<file path="src/hw/rtl/f8vcw_pkg.sv">
// f8vcw_pkg: shared types, codes, widths and the vote function of the
// allocation-table vote and chain-walk unit. No dependencies.
package f8vcw_pkg;

  // field and register widths fixed by the interface
  localparam int OP_W       = 2;
  localparam int BYTE_W     = 8;
  localparam int CNT_W      = 9;
  localparam int CS_W       = 5;
  localparam int CPT_W      = 7;
  localparam int SB_W       = 11;
  localparam int SECS_W     = 13;
  localparam int BYTES_W    = 23;
  localparam int STAT_W     = 3;
  localparam int CFG_IDX_W  = 3;
  localparam int CFG_DATA_W = 11;

  // defaults for the top-level parameters
  localparam int DEF_MAX_CLUSTERS = 256;
  localparam int DEF_COPIES       = 3;

  // table codes and limits
  localparam logic [BYTE_W-1:0]  END_BASE = 8'hC0;
  localparam logic [BYTES_W-1:0] BYTE_MAX = 23'h7F_FFFF;

  // register reset values
  localparam logic [CNT_W-1:0]  RST_NUM_CLUSTERS  = 9'd160;
  localparam logic [CS_W-1:0]   RST_CLUSTER_SECS  = 5'd4;
  localparam logic [CPT_W-1:0]  RST_CLUSTERS_TRK  = 7'd4;
  localparam logic [SB_W-1:0]   RST_SECTOR_BYTES  = 11'd256;
  localparam logic [BYTE_W-1:0] RST_FREE_CODE     = 8'd255;
  localparam logic [BYTE_W-1:0] RST_RESERVED_CODE = 8'd254;

  // configuration register indexes
  typedef enum logic [CFG_IDX_W-1:0] {
    CFG_NUM_CLUSTERS       = 3'd0,
    CFG_CLUSTER_SECTORS    = 3'd1,
    CFG_CLUSTERS_PER_TRACK = 3'd2,
    CFG_SECTOR_BYTES       = 3'd3,
    CFG_FREE_CODE          = 3'd4,
    CFG_RESERVED_CODE      = 3'd5
  } cfg_idx_t;

  // item opcodes
  typedef enum logic [OP_W-1:0] {
    OP_CLEAR = 2'd0,
    OP_LOAD  = 2'd1,
    OP_WALK  = 2'd2
  } op_t;

  // walk status codes
  typedef enum logic [STAT_W-1:0] {
    WS_OK        = 3'd0,
    WS_START_OUT = 3'd1,
    WS_CYCLIC    = 3'd2,
    WS_ILLEGAL   = 3'd3,
    WS_FREE      = 3'd4,
    WS_RESERVED  = 3'd5
  } walk_stat_t;

  // controller states
  typedef enum logic [2:0] {
    S_IDLE,
    S_CLEAR,
    S_SCAN,
    S_WALK_INIT,
    S_WALK,
    S_MUL1,
    S_MUL2,
    S_DONE
  } ctrl_state_t;

  // controller to datapath
  typedef struct packed {
    logic accept;
    logic clr_en;
    logic scan_en;
    logic walk_init;
    logic walk_en;
    logic mul1_en;
    logic mul2_en;
  } dp_cmd_t;

  // datapath to controller
  typedef struct packed {
    logic clr_last;
    logic scan_done;
    logic walk_op;
    logic start_out;
    logic walk_done;
    logic walk_ok;
  } dp_stat_t;

  typedef struct packed {
    logic [BYTE_W-1:0] value;
    logic              disagree;
  } vote_t;

  // majority of up to three copies; smallest value wins with no majority
  function automatic vote_t vote3(input int copies, input logic [BYTE_W-1:0] a,
                                  input logic [BYTE_W-1:0] b,
                                  input logic [BYTE_W-1:0] c);
    vote_t             r;
    logic [BYTE_W-1:0] mab;
    mab = (b < a) ? b : a;
    if (copies <= 1) begin
      r.value    = a;
      r.disagree = 1'b0;
    end else if (copies == 2) begin
      r.value    = mab;
      r.disagree = (a != b);
    end else begin
      if (a == b || a == c) begin
        r.value = a;
      end else if (b == c) begin
        r.value = b;
      end else begin
        r.value = (c < mab) ? c : mab;
      end
      r.disagree = !(a == b && a == c);
    end
    return r;
  endfunction

endpackage

</file>
<file path="src/hw/rtl/f8vcw_ctrl.sv">
// f8vcw_ctrl: sequencing state machine of the vote and chain-walk unit.
// Depends on f8vcw_pkg; drives the datapath through dp_cmd_t.
module f8vcw_ctrl import f8vcw_pkg::*; (
  input  logic            clk,
  input  logic            rst_n,
  input  logic            start,
  input  logic [OP_W-1:0] in_opcode,
  input  dp_stat_t        stat,
  output dp_cmd_t         cmd,
  output logic            busy,
  output logic            out_valid
);

  ctrl_state_t state_r, state_nxt;

  // state register
  always_ff @(posedge clk) begin
    if (!rst_n) begin
      state_r <= S_IDLE;
    end else begin
      state_r <= state_nxt;
    end
  end

  // next state
  always_comb begin
    state_nxt = state_r;
    case (state_r)
      S_IDLE: begin
        if (start) begin
          state_nxt = (in_opcode == OP_CLEAR) ? S_CLEAR : S_SCAN;
        end
      end
      S_CLEAR: begin
        if (stat.clr_last) state_nxt = S_SCAN;
      end
      S_SCAN: begin
        if (stat.scan_done) state_nxt = stat.walk_op ? S_WALK_INIT : S_DONE;
      end
      S_WALK_INIT: begin
        state_nxt = stat.start_out ? S_DONE : S_WALK;
      end
      S_WALK: begin
        if (stat.walk_done) state_nxt = stat.walk_ok ? S_MUL1 : S_DONE;
      end
      S_MUL1:  state_nxt = S_MUL2;
      S_MUL2:  state_nxt = S_DONE;
      S_DONE:  state_nxt = S_IDLE;
      default: state_nxt = S_IDLE;
    endcase
  end

  // command decode
  always_comb begin
    cmd       = '0;
    busy      = 1'b1;
    out_valid = 1'b0;
    case (state_r)
      S_IDLE: begin
        busy       = 1'b0;
        cmd.accept = start;
      end
      S_CLEAR:     cmd.clr_en    = 1'b1;
      S_SCAN:      cmd.scan_en   = 1'b1;
      S_WALK_INIT: cmd.walk_init = 1'b1;
      S_WALK:      cmd.walk_en   = 1'b1;
      S_MUL1:      cmd.mul1_en   = 1'b1;
      S_MUL2:      cmd.mul2_en   = 1'b1;
      S_DONE:      out_valid     = 1'b1;
      default:     busy          = 1'b1;
    endcase
  end

endmodule

</file>
<file path="src/hw/rtl/f8vcw_dp.sv">
// f8vcw_dp: datapath of the vote and chain-walk unit: config registers,
// table memory, legality scan, chain walker and size multipliers. Uses f8vcw_pkg.
module f8vcw_dp import f8vcw_pkg::*; #(
  parameter int MAX_CLUSTERS = DEF_MAX_CLUSTERS,
  parameter int COPIES       = DEF_COPIES
) (
  input  logic                  clk,
  input  logic                  rst_n,
  input  dp_cmd_t               cmd,
  output dp_stat_t              stat,
  input  logic [OP_W-1:0]       in_opcode,
  input  logic [BYTE_W-1:0]     in_entry_index,
  input  logic [BYTE_W-1:0]     in_copy_a,
  input  logic [BYTE_W-1:0]     in_copy_b,
  input  logic [BYTE_W-1:0]     in_copy_c,
  input  logic                  cfg_we,
  input  logic [CFG_IDX_W-1:0]  cfg_index,
  input  logic [CFG_DATA_W-1:0] cfg_data,
  output logic [BYTE_W-1:0]     voted_value,
  output logic                  copies_disagree,
  output logic [CNT_W-1:0]      valid_length,
  output walk_stat_t            walk_status,
  output logic [CNT_W-1:0]      chain_length,
  output logic [CS_W-1:0]       last_used_sectors,
  output logic [SECS_W-1:0]     sector_count,
  output logic [BYTES_W-1:0]    byte_size
);

  localparam int               AW      = $clog2(MAX_CLUSTERS);
  localparam logic [CNT_W-1:0] MAX_CNT = CNT_W'(MAX_CLUSTERS);
  localparam logic [AW-1:0]    LAST_AD = AW'(MAX_CLUSTERS - 1);

  // configuration
  logic [CNT_W-1:0]  num_clusters_r;
  logic [CS_W-1:0]   cluster_sectors_r;
  logic [CPT_W-1:0]  clusters_per_track_r;
  logic [SB_W-1:0]   sector_bytes_r;
  logic [BYTE_W-1:0] free_code_r;
  logic [BYTE_W-1:0] reserved_code_r;

  always_ff @(posedge clk) begin
    if (!rst_n) begin
      num_clusters_r       <= RST_NUM_CLUSTERS;
      cluster_sectors_r    <= RST_CLUSTER_SECS;
      clusters_per_track_r <= RST_CLUSTERS_TRK;
      sector_bytes_r       <= RST_SECTOR_BYTES;
      free_code_r          <= RST_FREE_CODE;
      reserved_code_r      <= RST_RESERVED_CODE;
    end else if (cfg_we) begin
      case (cfg_index)
        CFG_NUM_CLUSTERS:       num_clusters_r       <= cfg_data[CNT_W-1:0];
        CFG_CLUSTER_SECTORS:    cluster_sectors_r    <= cfg_data[CS_W-1:0];
        CFG_CLUSTERS_PER_TRACK: clusters_per_track_r <= cfg_data[CPT_W-1:0];
        CFG_SECTOR_BYTES:       sector_bytes_r       <= cfg_data[SB_W-1:0];
        CFG_FREE_CODE:          free_code_r          <= cfg_data[BYTE_W-1:0];
        CFG_RESERVED_CODE:      reserved_code_r      <= cfg_data[BYTE_W-1:0];
        default: ;
      endcase
    end
  end

  // clusters in use, track size (zero acts as one)
  logic [CNT_W-1:0] n_used;
  logic [CPT_W-1:0] per_eff;
  assign n_used  = (num_clusters_r > MAX_CNT) ? MAX_CNT : num_clusters_r;
  assign per_eff = (clusters_per_track_r == '0) ? CPT_W'(1) : clusters_per_track_r;

  // item registers
  logic [OP_W-1:0]   op_r;
  logic [BYTE_W-1:0] idx_r;
  logic              mismatch_r;
  vote_t             vt;
  logic              is_load, idx_in_range;

  assign vt           = vote3(COPIES, in_copy_a, in_copy_b, in_copy_c);
  assign is_load      = (in_opcode == OP_LOAD);
  assign idx_in_range = ({1'b0, in_entry_index} < MAX_CNT);

  // table memory, one write and one registered read port
  logic [BYTE_W-1:0] table_mem [MAX_CLUSTERS];
  logic [BYTE_W-1:0] rd_data_r;
  logic [AW-1:0]     rd_addr, wr_addr, clr_cnt_r, cur_r;
  logic [BYTE_W-1:0] wr_data;
  logic              wr_en;

  always_comb begin
    wr_en   = 1'b0;
    wr_addr = clr_cnt_r;
    wr_data = '0;
    if (cmd.clr_en) begin
      wr_en = 1'b1;
    end else if (cmd.accept && is_load && idx_in_range) begin
      wr_en   = 1'b1;
      wr_addr = in_entry_index[AW-1:0];
      wr_data = vt.value;
    end
  end

  always_ff @(posedge clk) begin
    if (wr_en) table_mem[wr_addr] <= wr_data;
    rd_data_r <= table_mem[rd_addr];
  end

  // classify the entry just read
  logic rd_is_ptr, rd_is_end, rd_legal;
  logic [BYTE_W-1:0] rd_off;
  assign rd_off    = rd_data_r - END_BASE;
  assign rd_is_ptr = ({1'b0, rd_data_r} < n_used);
  assign rd_is_end = (rd_data_r >= END_BASE) && (rd_off <= BYTE_W'(cluster_sectors_r));
  assign rd_legal  = rd_is_ptr || rd_is_end || (rd_data_r == free_code_r) ||
                     (rd_data_r == reserved_code_r);

  // legality scan: issue stage counts entries and track base, check stage follows it
  logic [CNT_W-1:0] scan_cnt_r, base_r, chk_base_r, vlen_r;
  logic [CPT_W-1:0] pos_r;
  logic             chk_v_r, issue_ok, scan_found, scan_done, track_wrap;

  assign issue_ok   = (scan_cnt_r < n_used);
  assign scan_found = chk_v_r && !rd_legal;
  assign scan_done  = scan_found || (!issue_ok && !chk_v_r);
  assign track_wrap = ({1'b0, pos_r} + (CPT_W + 1)'(1)) >= {1'b0, per_eff};

  // walk step
  logic              walk_done, walk_ok;
  walk_stat_t        walk_stat_nxt;
  logic [AW-1:0]     next_cur;
  logic [MAX_CLUSTERS-1:0] visited_r;
  logic [CNT_W-1:0]  cur_ext;

  assign cur_ext  = CNT_W'(cur_r);
  assign next_cur = rd_data_r[AW-1:0];

  always_comb begin
    walk_done     = 1'b1;
    walk_ok       = 1'b0;
    walk_stat_nxt = WS_OK;
    if (visited_r[cur_r]) begin
      walk_stat_nxt = WS_CYCLIC;
    end else if (cur_ext >= vlen_r) begin
      walk_stat_nxt = WS_ILLEGAL;
    end else if (rd_is_ptr) begin
      walk_done = 1'b0;
    end else if (rd_is_end) begin
      walk_ok = 1'b1;
    end else begin
      walk_stat_nxt = (rd_data_r == free_code_r) ? WS_FREE : WS_RESERVED;
    end
  end

  // read address select
  always_comb begin
    rd_addr = cur_r;
    if (cmd.scan_en) begin
      rd_addr = scan_cnt_r[AW-1:0];
    end else if (cmd.walk_init) begin
      rd_addr = idx_r[AW-1:0];
    end else if (cmd.walk_en) begin
      rd_addr = next_cur;
    end
  end

  // control state
  always_ff @(posedge clk) begin
    if (!rst_n) begin
      op_r       <= '0;
      mismatch_r <= 1'b0;
      clr_cnt_r  <= '0;
      scan_cnt_r <= '0;
      base_r     <= '0;
      pos_r      <= '0;
      chk_v_r    <= 1'b0;
      visited_r  <= '0;
      cur_r      <= '0;
    end else begin
      if (cmd.accept) begin
        op_r <= in_opcode;
        if (in_opcode == OP_CLEAR) begin
          mismatch_r <= 1'b0;
        end else if (is_load && vt.disagree) begin
          mismatch_r <= 1'b1;
        end
      end
      // clear sweep
      clr_cnt_r <= cmd.clr_en ? clr_cnt_r + AW'(1) : '0;
      // scan issue stage
      if (cmd.scan_en) begin
        chk_v_r <= issue_ok;
        if (issue_ok) begin
          scan_cnt_r <= scan_cnt_r + CNT_W'(1);
          if (track_wrap) begin
            pos_r  <= '0;
            base_r <= scan_cnt_r + CNT_W'(1);
          end else begin
            pos_r <= pos_r + CPT_W'(1);
          end
        end
      end else begin
        chk_v_r    <= 1'b0;
        scan_cnt_r <= '0;
        base_r     <= '0;
        pos_r      <= '0;
      end
      // walker
      if (cmd.walk_init) begin
        visited_r <= '0;
        cur_r     <= idx_r[AW-1:0];
      end else if (cmd.walk_en) begin
        if (!visited_r[cur_r]) visited_r[cur_r] <= 1'b1;
        if (!walk_done) cur_r <= next_cur;
      end
    end
  end

  // payload and results
  logic [BYTE_W-1:0]  voted_r;
  walk_stat_t         status_r;
  logic [CNT_W-1:0]   len_r;
  logic [CS_W-1:0]    last_r;
  logic [SECS_W-1:0]  secs_r;
  logic [BYTES_W-1:0] bytes_r;
  logic [SECS_W:0]    mul1_prod;
  logic [SECS_W+SB_W-1:0] mul2_prod;

  assign mul1_prod = (SECS_W + 1)'(len_r - CNT_W'(1)) * (SECS_W + 1)'(cluster_sectors_r) +
                     (SECS_W + 1)'(last_r);
  assign mul2_prod = (SECS_W + SB_W)'(secs_r) * (SECS_W + SB_W)'(sector_bytes_r);

  always_ff @(posedge clk) begin
    if (cmd.accept) begin
      idx_r    <= in_entry_index;
      voted_r  <= is_load ? vt.value : '0;
      status_r <= WS_OK;
      len_r    <= '0;
      last_r   <= '0;
      secs_r   <= '0;
      bytes_r  <= '0;
    end
    if (cmd.scan_en) begin
      chk_base_r <= base_r;
      if (scan_found) begin
        vlen_r <= chk_base_r;
      end else if (scan_done) begin
        vlen_r <= n_used;
      end
    end
    if (cmd.walk_init && !({1'b0, idx_r} < n_used)) begin
      status_r <= WS_START_OUT;
    end
    if (cmd.walk_en) begin
      status_r <= walk_stat_nxt;
      if (!visited_r[cur_r]) len_r <= len_r + CNT_W'(1);
      if (walk_ok) last_r <= rd_off[CS_W-1:0];
    end
    if (cmd.mul1_en) begin
      secs_r <= mul1_prod[SECS_W-1:0];
    end
    if (cmd.mul2_en) begin
      bytes_r <= (mul2_prod > (SECS_W + SB_W)'(BYTE_MAX)) ? BYTE_MAX
                                                          : mul2_prod[BYTES_W-1:0];
    end
  end

  // status to the controller
  always_comb begin
    stat           = '0;
    stat.clr_last  = (clr_cnt_r == LAST_AD);
    stat.scan_done = scan_done;
    stat.walk_op   = (op_r == OP_WALK);
    stat.start_out = !({1'b0, idx_r} < n_used);
    stat.walk_done = walk_done;
    stat.walk_ok   = walk_ok;
  end

  assign voted_value       = voted_r;
  assign copies_disagree   = mismatch_r;
  assign valid_length      = vlen_r;
  assign walk_status       = status_r;
  assign chain_length      = len_r;
  assign last_used_sectors = last_r;
  assign sector_count      = secs_r;
  assign byte_size         = bytes_r;

endmodule

</file>
<file path="src/hw/rtl/fat8_vote_and_chain_walk_unit.sv">
// fat8_vote_and_chain_walk_unit: top level of the allocation-table vote and
// chain-walk unit. Depends on f8vcw_pkg, f8vcw_ctrl and f8vcw_dp.
//
// Usage:
//   Input: an item (opcode, entry index, three copies) is taken at a clock
//   edge with start high and busy low. Opcode clear starts a new table, load
//   votes the copies and stores the entry, walk follows a chain.
//   Result: one result per item, shown for exactly one cycle with out_valid
//   high; the receiver cannot stall, so results must be taken when shown.
//   Config: cfg_we writes register cfg_index with cfg_data; write only while
//   busy is low.
//   Sequence: every item rescans the table for illegal entries, one entry per
//   cycle through the single memory read port. Clear first zero-fills every
//   table entry. Walk then loads the start entry, steps through the chain one
//   visited cluster at a time and, for a chain that ends in an end code, forms
//   the sizes in the multiply states MUL1 and MUL2. One item is in flight at a time.
//   Reset: registers take their default values, the disagree flag clears;
//   table contents are undefined until loaded or cleared.
module fat8_vote_and_chain_walk_unit import f8vcw_pkg::*; #(
  parameter int MAX_CLUSTERS = DEF_MAX_CLUSTERS,
  parameter int COPIES       = DEF_COPIES
) (
  input  logic                  clk,
  input  logic                  rst_n,
  input  logic                  start,
  output logic                  busy,
  input  logic [OP_W-1:0]       in_opcode,
  input  logic [BYTE_W-1:0]     in_entry_index,
  input  logic [BYTE_W-1:0]     in_copy_a,
  input  logic [BYTE_W-1:0]     in_copy_b,
  input  logic [BYTE_W-1:0]     in_copy_c,
  output logic                  out_valid,
  output logic [BYTE_W-1:0]     out_voted_value,
  output logic                  out_copies_disagree,
  output logic [CNT_W-1:0]      out_valid_length,
  output logic [STAT_W-1:0]     out_walk_status,
  output logic [CNT_W-1:0]      out_chain_length,
  output logic [CS_W-1:0]       out_last_used_sectors,
  output logic [SECS_W-1:0]     out_sector_count,
  output logic [BYTES_W-1:0]    out_byte_size,
  input  logic                  cfg_we,
  input  logic [CFG_IDX_W-1:0]  cfg_index,
  input  logic [CFG_DATA_W-1:0] cfg_data
);

  dp_cmd_t    cmd;
  dp_stat_t   stat;
  walk_stat_t walk_status;

  f8vcw_ctrl u_ctrl (
    .clk       (clk),
    .rst_n     (rst_n),
    .start     (start),
    .in_opcode (in_opcode),
    .stat      (stat),
    .cmd       (cmd),
    .busy      (busy),
    .out_valid (out_valid)
  );

  f8vcw_dp #(
    .MAX_CLUSTERS (MAX_CLUSTERS),
    .COPIES       (COPIES)
  ) u_dp (
    .clk               (clk),
    .rst_n             (rst_n),
    .cmd               (cmd),
    .stat              (stat),
    .in_opcode         (in_opcode),
    .in_entry_index    (in_entry_index),
    .in_copy_a         (in_copy_a),
    .in_copy_b         (in_copy_b),
    .in_copy_c         (in_copy_c),
    .cfg_we            (cfg_we),
    .cfg_index         (cfg_index),
    .cfg_data          (cfg_data),
    .voted_value       (out_voted_value),
    .copies_disagree   (out_copies_disagree),
    .valid_length      (out_valid_length),
    .walk_status       (walk_status),
    .chain_length      (out_chain_length),
    .last_used_sectors (out_last_used_sectors),
    .sector_count      (out_sector_count),
    .byte_size         (out_byte_size)
  );

  assign out_walk_status = walk_status;

  // an accepted item keeps the unit busy
  a_accept_busy: assert property (@(posedge clk) disable iff (!rst_n)
    start && !busy |=> busy)
    else $error("unit not busy after accepting an item");

  // one result per item, never two in a row
  a_single_strobe: assert property (@(posedge clk) disable iff (!rst_n)
    out_valid |=> !out_valid)
    else $error("result strobe held for more than one cycle");

  // a failed walk reports no size
  a_err_no_size: assert property (@(posedge clk) disable iff (!rst_n)
    out_valid && out_walk_status != WS_OK |->
      out_sector_count == '0 && out_byte_size == '0 && out_last_used_sectors == '0)
    else $error("size reported on a failed walk");

  // a start outside the table visits nothing
  a_start_out_len: assert property (@(posedge clk) disable iff (!rst_n)
    out_valid && out_walk_status == WS_START_OUT |-> out_chain_length == '0)
    else $error("chain length nonzero for a start outside the table");

endmodule

</file>
<file path="config.mk">
export PLATFORM = sky130hd
export DESIGN_NAME = fat8_vote_and_chain_walk_unit
export DESIGN_NICKNAME = d
export VERILOG_FILES = /design/src/hw/rtl/f8vcw_pkg.sv /design/src/hw/rtl/f8vcw_ctrl.sv /design/src/hw/rtl/f8vcw_dp.sv /design/src/hw/rtl/fat8_vote_and_chain_walk_unit.sv
export SDC_FILE = /design/constraint.sdc
export NUM_CORES = 2
export LEC_CHECK = 0
export ABC_AREA = 1
export BUFFER_PORTS_ARGS = -buffer_cell sky130_fd_sc_hd__clkbuf_2
export CORE_AREA = 2 2 540 676
export CTS_CLUSTER_DIAMETER = 150
export CTS_CLUSTER_SIZE = 28
export DETAILED_ROUTE_END_ITERATION = 7
export DIE_AREA = 0 0 542 678
export GPL_TIMING_DRIVEN = 0
export PLACE_DENSITY_LB_ADDON = 0.2
export SETUP_SLACK_MARGIN = 0.15
export SYNTH_ARGS = -nofsm -noshare
export SYNTH_HDL_FRONTEND = slang
export SYNTH_HIERARCHICAL = 1
export SYNTH_SLANG_ARGS = --single-unit
</file>
<file path="constraint.sdc">
create_clock -name clk -period 14.1 [get_ports clk]
set_input_delay 2.115 -clock clk [delete_from_list [all_inputs] [get_ports clk]]
set_output_delay 2.115 -clock clk [all_outputs]
set_load 0.02 [all_outputs]
</file>
==> results.md <==
- Outcome: finished with violations
- Failing checks: capacitance limit, slew limit
- Pwr/cell area: between 200 and 250 nW/um^2
- Max cap viols: 12
- Commonest non-fill, non-tap cell in the layout: nand2_1
- Critical Path Start Type: primary input
- Routed wire length: 487 mm
- Number of flops mapped to enable cells by yosys: between 2000 and 2500
- Leakage power: roughly 49 nW
- Final WS setup: between 5000 and 6000 ps
- Combinational Power Share: 0.594
- Setup Buffers After CTS: 0
- Worst rel slew slack: -0.0351
- Number of global-route vias before repair: a little over 80000
- Seq/Total Area, Yosys: 0.618
- Routed Antenna Nets: 0
- YS warnings: 6
- Mapped Nets: approximately 12000
- Layout area overhead: 10.2%
- Critical Path Fanout Max: 10
- Max Freq: 0.122 GHz
- Core area: ~360000 sq um
- Final hold vios: 0
- Worst Path Required: approximately 15000 ps
- Post-CTS Hold Buffers: 0
- DRT Pass-1 Iters: 8
- Crit-path leading delay family: simple AND/OR/NAND/NOR gates
- Worst ir drop on vdd: around 0.16 mV
- Layout cells sized above 1: 0.0506
- Final worst-path cycle share: 0.581
- Sequential share of power: 0.281
- Post-route minimum period: 8190 ps
- CP bufs+invs: 5
- Core Rows: about 250
- Int Pwr: about 13 mW
- DIE AREA: roughly 370000 sq um
- Syn Inst Count: 11500
- Slowest-stage cell, CP: nor2_1
- Worst-Skew Late Latency: 890 ps
- Worst-path cell chain: clkbuf_2 > inv_1 > nor2_1 > clkinv_1 > nor2_1 > nand2_1 > clkbuf_1 > o21ai_0 > nand2_1 > nor2_1 > nand3_1 > clkbuf_1 > nor2_1
- Ports: between 100 and 150
- Num Clock Sinks: 2495
- Largest net degree at the start of global routing: a little under 50
- CTS clock-pin slew for the worst setup and hold paths: about 120 ps
- Drt drc: 0
- GRT Resource Usage Total: 0.257
- Endpoints failing setup: 0
- CP endpoint kind: register
- Mean area per synthesized cell: roughly 10 sq um
- Post-synthesis cell type count: between 40 and 50
- Initial drt markers: 12100
- Register Area: 71200 sq um
- Worst Hold Margin: roughly 440 ps
- RSZ-0062 raised after global routing: false
- IO Port Bufs: 124
- Clock buffer count from CTS: 99
- Max Slew Vio Count: between 80 and 90
- Fillers: approximately 37000
- Skew final: ~110 ps
- Critical Path Most Common Cell: nor2_1
- Dominant synthesized flop cell: edfxtp_1
- Crit path DAT: between 8000 and 9000 ps
- Net Sw Frac: 0.553
- Kind of critical path: primary input to register
- Routed WL per cell: ~30 microns
- Pre-CTS setup slack: roughly 5300 ps
- H-Tree Depth: 3
- Die Width: between 500 and 600 microns
- CTS max path bufs: 3
- HPWL after detailed placement: about 360 mm
- Critical path's largest stage delay: between 1000 and 1500 ps
- Clk pwr share: 0.126
- Synth async-reset ratio: 0
- Total Power: 29.7 mW
- Slew at the pin closest to its max-slew limit: around 1500 ps
- P_sw: around 16 mW
- Post-synthesis cell area: about 120000 sq um
- Vias per std cell: 5.38
- CTS Root Cell: clkbuf_16
- Most frequent cells in the layout: nand2_1, edfxtp_1, nand3_1
- Multi-input logic area: approximately 36000 sq um
- Initial antenna violation count: 18
- TritonCTS clock tree: built
- First-pass GRT wire length: about 660 mm
- Setup TNS: 0 ps
- Die height: 678 microns
- GRT Residual Overflow: 0
- Hold WC Path Type: register to register
- Initial Utilization: 0.319
- Fin util: 0.352
- Nets: ~12000
- GPL Wtd Cong: ~1
- Post-CTS sizing: 0
- Vias: about 90000
- FF+latch count, synth: between 2000 and 2500
## metal layers
| layer | up-vias | wire [microns] | share of wire | GRT usage |
|---|---|---|---|---|
| met5 | - | 113 | 0.00023 | 0 |
| met4 | 16 | 32500 | 0.067 | 0.146 |
| met3 | 962 | 43500 | 0.089 | 0.0469 |
| met2 | 4406 | 228000 | 0.47 | 0.424 |
| met1 | 44700 | 183000 | 0.38 | 0.316 |
| li1 | 39500 | - | - | - |
## final timing paths
path / startpoint / to / slack [ps] / depth (start not counted)
setup / recovery: in_opcode[0] / u_dp/table_mem[93][7]$_DFFE_PP_ / 5910 / 13
hold reg to reg: u_dp/base_r[4]$_SDFFE_PN0P_ / u_dp/chk_base_r[4]$_DFFE_PP_ / 440 / 0
hold / removal: u_dp/base_r[4]$_SDFFE_PN0P_ / u_dp/chk_base_r[4]$_DFFE_PP_ / 440 / 0
setup reg to reg: u_ctrl/state_r[1]$_SDFFE_PN0P_ / u_dp/next_cur[3]$_DFF_P_ / 6830 / 13
## cell type report
class / instances / share of cell area
Timing Repair Buffer: 234 / 0.0221
Sequential cell: 2495 / 0.561
Clock buffer: 134 / 0.0206
Clock inverter: 10 / 0.00151
Inverter: 1405 / 0.0416
Antenna cell: 2 / 0.0000394
Buffer: 731 / 0.0239
Multi-Input combinational cell: 6903 / 0.283
Tap cell: 4731 / 0.0466
## through the flow
| stage | std cells | area, sq um |
|---|---|---|
| 2_1_floorplan | 11500 | 115000 |
| 3_3_place_gp | 16400 | 122000 |
| 3_5_place_dp | 16500 | 124000 |
| 4_1_cts | 16600 | 127000 |
| 5_1_grt | 16600 | 127000 |
| 6_report | 16600 | 127000 |
## cell families (layout without fill, tap and decap cells)
logic type,Yosys count,in the layout,share of synthesized area
AOI/OAI and AO/OA,1150,1150,0.0620
adders and majority gates,284,284,0.0391
other,0,2,0
xor gates and xnor gates,61,61,0.00464
and+or+nand+nor,5408,5408,0.204
DFF,2495,2495,0.618
buffers and inverters,2136,2514,0.0720
## flip-flops by register name, indices dropped and copies added, names as in the netlist, 5 cells and up
name / cells
u_dp/voted_value: 8
u_dp/byte_size: 23
u_dp/valid_length: 9
u_dp/num_clusters_r: 9
u_dp/free_code_r: 8
u_dp/pos_r: 7
u_dp/cur_r: 8
u_dp/chk_base_r: 9
u_dp/last_used_sectors: 5
u_dp/next_cur: 8
u_dp/sector_count: 13
u_dp/cluster_sectors_r: 5
u_dp/clr_cnt_r: 8
u_dp/reserved_code_r: 8
u_dp/idx_r: 8
u_dp/chain_length: 9
u_dp/sector_bytes_r: 11
u_dp/base_r: 9
u_dp/scan_cnt_r: 9
u_dp/clusters_per_track_r: 7
u_dp/visited_r: 256
u_dp/table_mem: 2048
## cell usage after synthesis (5+ instances only)
cell,instances,area share
buf_1,66,0.0022
dfxtp_1,374,0.065
o21ai_1,23,0.0010
or2_2,6,0.00033
o211ai_1,514,0.034
nand3_1,1906,0.083
xor2_1,44,0.0033
o21ai_0,201,0.0087
nor2_1,579,0.019
fa_1,126,0.022
a31oi_1,6,0.00033
buf_2,128,0.0056
buf_4,31,0.0020
a21oi_1,377,0.016
nand3b_1,181,0.012
inv_2,5,0.00016
nand2_1,2677,0.087
clkbuf_1,506,0.016
nand4_1,23,0.0012
xnor2_1,17,0.0013
nor4_1,7,0.00038
nor3_1,20,0.00087
a211oi_1,8,0.00052
edfxtp_1,2121,0.55
ha_1,158,0.017
inv_1,1396,0.046
## power by group through the flow
stage | clock network, mW | logic (mW) | registers (mW)
global route | 4.01 | 18.1 | 8.35
CTS | 3.79 | 17.0 | 8.34
detailed placement | 0 | 17.0 | 8.51
finish | 3.73 | 17.7 | 8.34
global placement | 0 | 16.9 | 8.71
floorplan | 0 | 8.46 | 8.58
Note: power is estimated with default switching activity, not from simulation.
